[src/design/fcbs_pkg.sv]
package fcbs_pkg;

   // field widths
   localparam int ByteW   = 8;
   localparam int CsrIdxW = 2;

   // register reset values and limits
   localparam logic [ByteW-1:0] FrameLenReset = 8'd27;
   localparam logic [ByteW-1:0] MinFrameLen   = 8'd4;

   // characters that get stuffed, and their escape codes
   localparam logic [ByteW-1:0] EscChar   = 8'h5C;  // backslash
   localparam logic [ByteW-1:0] StartChar = 8'h24;  // '$'
   localparam logic [ByteW-1:0] CaretChar = 8'h5E;  // '^'
   localparam logic [ByteW-1:0] CodeEsc   = 8'h30;  // '0'
   localparam logic [ByteW-1:0] CodeStart = 8'h31;  // '1'
   localparam logic [ByteW-1:0] CodeCaret = 8'h32;  // '2'

   typedef logic [ByteW-1:0] byte_type;

   typedef enum logic [CsrIdxW-1:0] {
      CSR_FRAME_LENGTH = 2'd0,
      CSR_ESCAPE_CARET = 2'd1
   } csr_index_type;

   typedef struct packed {
      byte_type frame_length;
      logic     escape_caret;
   } cfg_type;

   // encoded item: tail byte, whether an escape byte goes first, frame end
   typedef struct packed {
      byte_type tail_byte;
      logic     escaped;
      logic     ends;
   } enc_type;

endpackage

[src/design/fcbs_if.sv]
interface fcbs_req_if;
   import fcbs_pkg::*;
   logic     valid;
   logic     ready;
   byte_type data_byte;
   modport source (output valid, output data_byte, input ready);
   modport sink   (input valid, input data_byte, output ready);
endinterface

interface fcbs_rsp_if;
   import fcbs_pkg::*;
   logic     valid;
   logic     ready;
   byte_type out_byte;
   logic     run_last;
   logic     frame_done;
   modport source (output valid, output out_byte, output run_last, output frame_done,
                   input ready);
   modport sink   (input valid, input out_byte, input run_last, input frame_done,
                   output ready);
endinterface

interface fcbs_csr_if;
   import fcbs_pkg::*;
   logic               valid;
   logic               ready;
   logic [CsrIdxW-1:0] index;
   byte_type           data;
   modport source (output valid, output index, output data, input ready);
   modport sink   (input valid, input index, input data, output ready);
endinterface

[src/design/fcbs_csr_regs.sv]
module fcbs_csr_regs (
   input  logic                        clock,
   input  logic                        reset,
   input  logic                        wr_en,
   input  logic [fcbs_pkg::CsrIdxW-1:0] wr_index,
   input  fcbs_pkg::byte_type          wr_data,
   output fcbs_pkg::cfg_type           cfg
);
   import fcbs_pkg::*;

   cfg_type cfg_ff;
   cfg_type cfg_in;

   // register decode; unknown indexes are dropped
   always_comb begin
      cfg_in = cfg_ff;
      if (wr_en) begin
         case (csr_index_type'(wr_index))
            CSR_FRAME_LENGTH: cfg_in.frame_length = wr_data;
            CSR_ESCAPE_CARET: cfg_in.escape_caret = wr_data[0];
            default: cfg_in = cfg_ff;
         endcase
      end
   end

   always_ff @(posedge clock) begin
      if (reset) begin
         cfg_ff.frame_length <= FrameLenReset;
         cfg_ff.escape_caret <= 1'b0;
      end else begin
         cfg_ff <= cfg_in;
      end
   end

   assign cfg = cfg_ff;

endmodule

[src/design/fcbs_encoder.sv]
module fcbs_encoder (
   input  logic               clock,
   input  logic               reset,
   input  fcbs_pkg::cfg_type  cfg,
   input  logic               accept,
   input  fcbs_pkg::byte_type data_byte,
   output fcbs_pkg::enc_type  enc
);
   import fcbs_pkg::*;

   byte_type pos_ff, pos_in;
   byte_type sum_ff, sum_in;
   byte_type len;
   byte_type tx_byte;
   byte_type code;
   logic     at_start;
   logic     ends;
   logic     at_sum;
   logic     escaped;

   // frame position decode; short lengths are taken as the minimum
   always_comb begin
      len      = (cfg.frame_length < MinFrameLen) ? MinFrameLen : cfg.frame_length;
      at_start = (pos_ff == '0);
      ends     = !at_start && (pos_ff >= len - 8'd1);
      at_sum   = !at_start && !ends && (pos_ff == len - 8'd2);
      tx_byte  = at_sum ? sum_ff - 8'd1 : data_byte;
   end

   // stuffing: start marker is never escaped
   always_comb begin
      escaped = 1'b0;
      code    = tx_byte;
      if (!at_start) begin
         if (tx_byte == EscChar) begin
            escaped = 1'b1;
            code    = CodeEsc;
         end else if (tx_byte == StartChar) begin
            escaped = 1'b1;
            code    = CodeStart;
         end else if (tx_byte == CaretChar && cfg.escape_caret) begin
            escaped = 1'b1;
            code    = CodeCaret;
         end
      end
      enc.tail_byte = code;
      enc.escaped   = escaped;
      enc.ends      = ends;
   end

   // position and running sum
   always_comb begin
      pos_in = pos_ff;
      sum_in = sum_ff;
      if (accept) begin
         if (at_start || ends) begin
            sum_in = '0;
         end else if (!at_sum) begin
            sum_in = sum_ff + data_byte;
         end
         pos_in = ends ? '0 : pos_ff + 8'd1;
      end
   end

   always_ff @(posedge clock) begin
      if (reset) begin
         pos_ff <= '0;
         sum_ff <= '0;
      end else begin
         pos_ff <= pos_in;
         sum_ff <= sum_in;
      end
   end

endmodule

[src/design/fcbs_out_buf.sv]
module fcbs_out_buf (
   input  logic               clock,
   input  logic               reset,
   input  logic               load,
   input  fcbs_pkg::enc_type  enc,
   output logic               can_load,
   output logic               out_valid,
   input  logic               out_ready,
   output fcbs_pkg::byte_type out_byte,
   output logic               run_last,
   output logic               frame_done
);
   import fcbs_pkg::*;

   // beats still to send: 2 = escape then tail, 1 = tail only
   logic [1:0] beats_ff, beats_in;
   byte_type   tail_ff, tail_in;
   logic       ends_ff, ends_in;
   logic       pop;

   assign pop      = out_valid && out_ready;
   assign can_load = (beats_ff == 2'd0) || (beats_ff == 2'd1 && out_ready);

   always_comb begin
      beats_in = beats_ff;
      tail_in  = tail_ff;
      ends_in  = ends_ff;
      if (pop) begin
         beats_in = beats_ff - 2'd1;
      end
      if (load) begin
         beats_in = enc.escaped ? 2'd2 : 2'd1;
         tail_in  = enc.tail_byte;
         ends_in  = enc.ends;
      end
   end

   always_ff @(posedge clock) begin
      if (reset) begin
         beats_ff <= 2'd0;
      end else begin
         beats_ff <= beats_in;
      end
      tail_ff <= tail_in;
      ends_ff <= ends_in;
   end

   // escape beat first, then the tail beat
   always_comb begin
      out_valid  = (beats_ff != 2'd0);
      out_byte   = (beats_ff == 2'd2) ? EscChar : tail_ff;
      run_last   = (beats_ff != 2'd2);
      frame_done = (beats_ff != 2'd2) && ends_ff;
   end

endmodule

[src/design/frame_checksum_byte_stuffer_top.sv]
// Byte-stuffing framer with an additive checksum. Frame bytes enter one per
// beat on req_ch; byte 0 passes unchanged, bytes 1 to length-3 are summed,
// the byte at length-2 is replaced by (sum - 1) mod 256 and the byte after it
// closes the frame. From position 1 on, backslash, '$' and (when
// escape_caret is set) '^' go out as a backslash and a code byte. An
// escaped byte goes out as two beats and any other as one; the single
// output register sends one beat per cycle while rsp_ch is ready, and a
// new byte is taken in the cycle the previous one's last beat leaves.
// Write csr_ch only while the block is idle.
module frame_checksum_byte_stuffer_top (
   input  logic       clock,
   input  logic       reset,
   fcbs_req_if.sink   req_ch,
   fcbs_rsp_if.source rsp_ch,
   fcbs_csr_if.sink   csr_ch
);
   import fcbs_pkg::*;

   cfg_type cfg;
   enc_type enc;
   logic    can_load;
   logic    req_accept;

   // configuration registers, always ready
   assign csr_ch.ready = 1'b1;

   fcbs_csr_regs u_csr (
      .clock    (clock),
      .reset    (reset),
      .wr_en    (csr_ch.valid),
      .wr_index (csr_ch.index),
      .wr_data  (csr_ch.data),
      .cfg      (cfg)
   );

   // input beat handshake
   assign req_ch.ready = can_load;
   assign req_accept   = req_ch.valid && can_load;

   fcbs_encoder u_enc (
      .clock     (clock),
      .reset     (reset),
      .cfg       (cfg),
      .accept    (req_accept),
      .data_byte (req_ch.data_byte),
      .enc       (enc)
   );

   fcbs_out_buf u_out (
      .clock      (clock),
      .reset      (reset),
      .load       (req_accept),
      .enc        (enc),
      .can_load   (can_load),
      .out_valid  (rsp_ch.valid),
      .out_ready  (rsp_ch.ready),
      .out_byte   (rsp_ch.out_byte),
      .run_last   (rsp_ch.run_last),
      .frame_done (rsp_ch.frame_done)
   );

endmodule

[src/flat_wrapper.sv]
// flat-port wrapper written by rule: the top's interface ports become plain ports
module frame_checksum_byte_stuffer_top_flat import fcbs_pkg::*;
  (clock, reset, req_ch_valid, req_ch_data_byte, req_ch_ready, rsp_ch_valid, rsp_ch_out_byte, rsp_ch_run_last, rsp_ch_frame_done, rsp_ch_ready, csr_ch_valid, csr_ch_index, csr_ch_data, csr_ch_ready);
  fcbs_req_if req_ch_i ();
  fcbs_rsp_if rsp_ch_i ();
  fcbs_csr_if csr_ch_i ();
  input  logic clock;
  input  logic reset;
  input wire logic [$bits(req_ch_i.valid)-1:0] req_ch_valid;
  input wire logic [$bits(req_ch_i.data_byte)-1:0] req_ch_data_byte;
  output wire logic [$bits(req_ch_i.ready)-1:0] req_ch_ready;
  output wire logic [$bits(rsp_ch_i.valid)-1:0] rsp_ch_valid;
  output wire logic [$bits(rsp_ch_i.out_byte)-1:0] rsp_ch_out_byte;
  output wire logic [$bits(rsp_ch_i.run_last)-1:0] rsp_ch_run_last;
  output wire logic [$bits(rsp_ch_i.frame_done)-1:0] rsp_ch_frame_done;
  input wire logic [$bits(rsp_ch_i.ready)-1:0] rsp_ch_ready;
  input wire logic [$bits(csr_ch_i.valid)-1:0] csr_ch_valid;
  input wire logic [$bits(csr_ch_i.index)-1:0] csr_ch_index;
  input wire logic [$bits(csr_ch_i.data)-1:0] csr_ch_data;
  output wire logic [$bits(csr_ch_i.ready)-1:0] csr_ch_ready;
  assign req_ch_i.valid = req_ch_valid;
  assign req_ch_i.data_byte = req_ch_data_byte;
  assign req_ch_ready = req_ch_i.ready;
  assign rsp_ch_valid = rsp_ch_i.valid;
  assign rsp_ch_out_byte = rsp_ch_i.out_byte;
  assign rsp_ch_run_last = rsp_ch_i.run_last;
  assign rsp_ch_frame_done = rsp_ch_i.frame_done;
  assign rsp_ch_i.ready = rsp_ch_ready;
  assign csr_ch_i.valid = csr_ch_valid;
  assign csr_ch_i.index = csr_ch_index;
  assign csr_ch_i.data = csr_ch_data;
  assign csr_ch_ready = csr_ch_i.ready;
  frame_checksum_byte_stuffer_top u_core (.clock(clock), .reset(reset), .req_ch(req_ch_i), .rsp_ch(rsp_ch_i), .csr_ch(csr_ch_i));
endmodule
[config.mk]
export PLATFORM = sky130hd
export DESIGN_NAME = frame_checksum_byte_stuffer_top_flat
export DESIGN_NICKNAME = d
export VERILOG_FILES = /design/src/design/fcbs_pkg.sv /design/src/design/fcbs_if.sv /design/src/design/fcbs_csr_regs.sv /design/src/design/fcbs_encoder.sv /design/src/design/fcbs_out_buf.sv /design/src/design/frame_checksum_byte_stuffer_top.sv /design/src/flat_wrapper.sv
export SDC_FILE = /design/constraint.sdc
export NUM_CORES = 1
export LEC_CHECK = 0
export ABC_AREA = 0
export BUFFER_PORTS_ARGS = -buffer_cell sky130_fd_sc_hd__buf_2
export CAP_MARGIN = 15
export CORE_ASPECT_RATIO = 0.8
export CORE_MARGIN = 1
export CORE_UTILIZATION = 35
export DETAILED_ROUTE_END_ITERATION = 8
export PLACE_DENSITY = 0.5
export SYNTH_ARGS = -nofsm -noshare
export SYNTH_HDL_FRONTEND = slang
export SYNTH_SLANG_ARGS = --single-unit
[constraint.sdc]
create_clock -name clock -period 4.6 [get_ports clock]
set_input_delay 1.15 -clock clock [delete_from_list [all_inputs] [get_ports clock]]
set_output_delay 1.15 -clock clock [all_outputs]
set_load 0.01 [all_outputs]
==> results.md <==
* Outcome: complete, no violations
* Final number of setup-violating endpoints at 0
* Diodes inserted at 0
* Vias in the first global route at 1996
* HP Start: u_core.u_enc.sum_ff[7]
* Worst Path Max Fanout at 11
* Final WS setup at 0.438 ns
* CP Class: flip-flop to flip-flop
* Power Total at 0.00107 W
* Top-area cell type share of the netlist area at 0.194
* Final Net Count at 394
* Synthesized area at 0.00278 mm^2
* FMAX at 240 MHz
* Layout cells sized above 1 at 0.173
* Largest stage delay, worst path at 0.64 ns
* Sw frac at 0.351
* Share of power burned in registers at 0.376
* Req. time, crit path at 4.65 ns
* Count of pins over their slew limit at 0
* Top Family by Delay on Critical Path: simple AND/OR/NAND/NOR gates
* Top-count cell post-synth: nor2_1
* Post-synth ARST share at 0
* Pwr dens at 342 mW/mm^2
* Worst path cell trace: nor3_4 -> nand2_1 -> nand2_1 -> ha_1 -> nor2b_1 -> and3_2 -> xnor2_1 -> ha_1 -> a21oi_1 -> o21ai_0 -> a21oi_1 -> nand2_1 -> or4b_4 -> mux2_4
* Die H at 81.8 um
* Synth Net Count at 365
* Final Skew at 0.00719 ns
* CTS tree: done
* Congestion Overflow GR at 0
* Largest net degree at the start of global routing at 23
* Crit path DAT at 4.21 ns
* Synth Flop Type: dfxtp_1
* Sw power at 0.000375 W
* Ys Warns at 0
* Clock-pin slew on the worst setup and hold paths at 0.08 ns
* Worst Setup End Kind: flip-flop
* Clock Path Buffers at 2
* Reg2Reg Depth at 14
* Final core occ at 0.415
* Starting Density at 0.370
* # H-tree levels at 2
* DP HPWL at 4830 um
* Sequential area share after synthesis at 0.291
* Yosys top cell by area: dfxtp_1
* Worst vdd ir at 138 uV
* TNS Setup at 0 ns
* Register bit total from synthesis at 36
* EDFF count, synth at 9
* Die Width at 102 um
* Die area at 0.00832 mm^2
* Hold Path End: u_core.u_enc.sum_ff[7]
* Syn avg cell area at 8.78 um^2
* Number of cell rows at 28
* Initial drt markers at 96
* Pre-CTS setup slack at 0.428 ns
* Final hold vios at 0
* Initial antenna violation count at 0
* RSZ-0062 raised after global routing: false
* Tightest Pin Transition at 0.937 ns
* Pre-antenna DRT Iters at 4
* Crit-path slowest cell: or4b_4
* CP bufs+invs at 0
* Worst reg-to-reg setup slack at 0.44 ns
* Placed insts at 444
* DRT antenna net count at 0
* Mean routed wirelength per cell at 13.6 um
* Post-CTS Setup Inserts at 0
* Vias per cell at 5.00
* Post-CTS resize count at 0
* Post-route minimum period at 4.16 ns
* GRT Util Overall at 0.158
* Cells after Synth at 317
* Reg2Reg Launch Point: u_core.u_csr.cfg[5]
* Worst r2r dst: u_core.u_out.tail_ff[7]
* PortBufs at 34
* Cells on Worst Hold Path at 2
* Syn-to-layout area delta at 12.4%
* Routed wire length at 6150 um
* Cell mode on critical path: nand2_1
* Max-Cap Viols at 0
* Clk Latency, worst-skew pair at 0.29 ns
* Synth area leaders: dfxtp_1 19%, ha_1 11%, edfxtp_1 9.7%
* Logic pwr share at 0.363
* Residual DRC count at 0
* Hold Crit Class: flip-flop to flip-flop
* CTS buffer count at 5
* Sink Count at 36
* I/O Pins at 36
* CTS Hold Bufs at 0
* Final GP Congestion at 0.827
* Core ar. at 0.00753 mm^2
* Final Cycle Share at 0.905
* Clock power share at 0.261
* First-pass GRT wire length at 10100 um
* Top post-synthesis cells by count: 35 x nor2_1, 27 x dfxtp_1, 24 x ha_1
* Leak Pwr at 1.33 nW
* Yosys cell types at 62
* Slew margin rel. at 0.375
* Crit start category: flip-flop
* Vias at 2261
* Int Pwr at 0.000694 W
* Non-Filler Instances at 452
* Root buffer cell: clkbuf_8
## logic make-up (layout without fill, tap and decap cells)
logic type               Yosys count  count (layout)  share of synthesized area
AND/OR/NAND/NOR                  131             131                      0.260
AO/OA/AOI/OAI                     53              53                      0.133
flip-flops                        36              36                      0.291
XOR/XNOR                          31              31                     0.0975
adder cells (fa/ha/maj)           25              25                      0.115
buffers and inverters             24              54                     0.0422
multiplexers                      16              16                     0.0593
other                              1               1                    0.00135
## layout make-up
class | count | area, um^2
Clock buffer | 5 | 68.8
Clock inverter | 3 | 42.5
Fill cell | 790 | 4400
Inverter | 11 | 41.3
Multi-Input combinational cell | 257 | 1860
Sequential cell | 36 | 811
Tap cell | 105 | 131
Timing Repair Buffer | 35 | 178
## metrics by stage
step	hold slack (ns)	area, um^2
floorplan	0.481	2780
global placement	0.521	3020
detailed placement	0.530	3020
CTS	0.548	3130
global route	0.586	3130
finish	0.559	3130
## power by group through the flow
stage	Sequential [W]	Combinational, W	Clock, W
2_1_floorplan	0.000392	0.000304	0
3_3_place_gp	0.000408	0.000388	0
3_5_place_dp	0.000409	0.000390	0
4_1_cts	0.000401	0.000393	0.000288
5_1_grt	0.000408	0.000442	0.000300
6_report	0.000402	0.000388	0.000279
## cell usage in the layout, fill, tap and decap left out, drive strengths merged, types with 2 or more instances in the layout
master  netlist  routed
nor2         36      36
buf           9      35
dfxtp        27      27
ha           24      24
nand2        21      21
a21oi        19      19
xnor2        17      17
nor2b        15      15
mux2i        15      15
xor2         14      14
inv          11      11
nand3        10      10
nor3         10      10
edfxtp        9       9
nand2b        7       7
a211o         5       5
clkbuf        4       5
o21ai         5       5
a21o          4       4
nand3b        4       4
nand4b        4       4
or2           4       4
nor3b         3       3
nand4         3       3
and3          3       3
nor4          3       3
a221oi        2       2
o211a         2       2
and2          2       2
o31ai         2       2
o211ai        2       2
a31oi         2       2
o21bai        2       2
a211oi        2       2
## how the worst max path moves through the flow
stage | from | end | slack [ns] | cells after the start
3_3_place_gp | u_core.u_csr.cfg[5] | u_core.u_out.tail_ff[7] | 0.55 | 14
3_5_place_dp | u_core.u_csr.cfg[5] | u_core.u_out.tail_ff[7] | 0.43 | 14
5_1_grt | u_core.u_csr.cfg[5] | u_core.u_enc.sum_ff[1] | 0.01 | 15
4_1_cts | u_core.u_csr.cfg[5] | u_core.u_out.tail_ff[7] | 0.43 | 14
2_1_floorplan | u_core.u_csr.cfg[5] | u_core.u_out.tail_ff[7] | 0.81 | 17
6_report | u_core.u_csr.cfg[5] | u_core.u_out.tail_ff[7] | 0.44 | 14
## worst reg2reg max path, stage by stage, from the launching register on
cell	delay [ns]
dfxtp_1	0.43
nor3_4	0.33
nand2_1	0.14
nand2_1	0.14
ha_1	0.30
nor2b_1	0.23
and3_2	0.21
xnor2_1	0.11
ha_1	0.26
a21oi_1	0.14
o21ai_0	0.09
a21oi_1	0.33
nand2_1	0.24
or4b_4	0.64
mux2_4	0.34
## per-layer routing
layer  GRT usage  vias to the layer above  part of all wire
li1            -                     1185                 -
met1       0.244                     1002              0.55
met2       0.220                       70              0.39
met3      0.0323                        4             0.055
met4      0.0348                        0            0.0076
met5           0                        -                 0
## state kept, by name (all words and copies together) (netlist names)
signal,count
u_core.u_out.ends_ff,1
u_core.u_csr.cfg,9
u_core.u_enc.pos_ff,8
u_core.u_out.tail_ff,8
u_core.u_enc.sum_ff,8
u_core.u_out.beats_ff,2
Power figures use the tool's default switching activity.
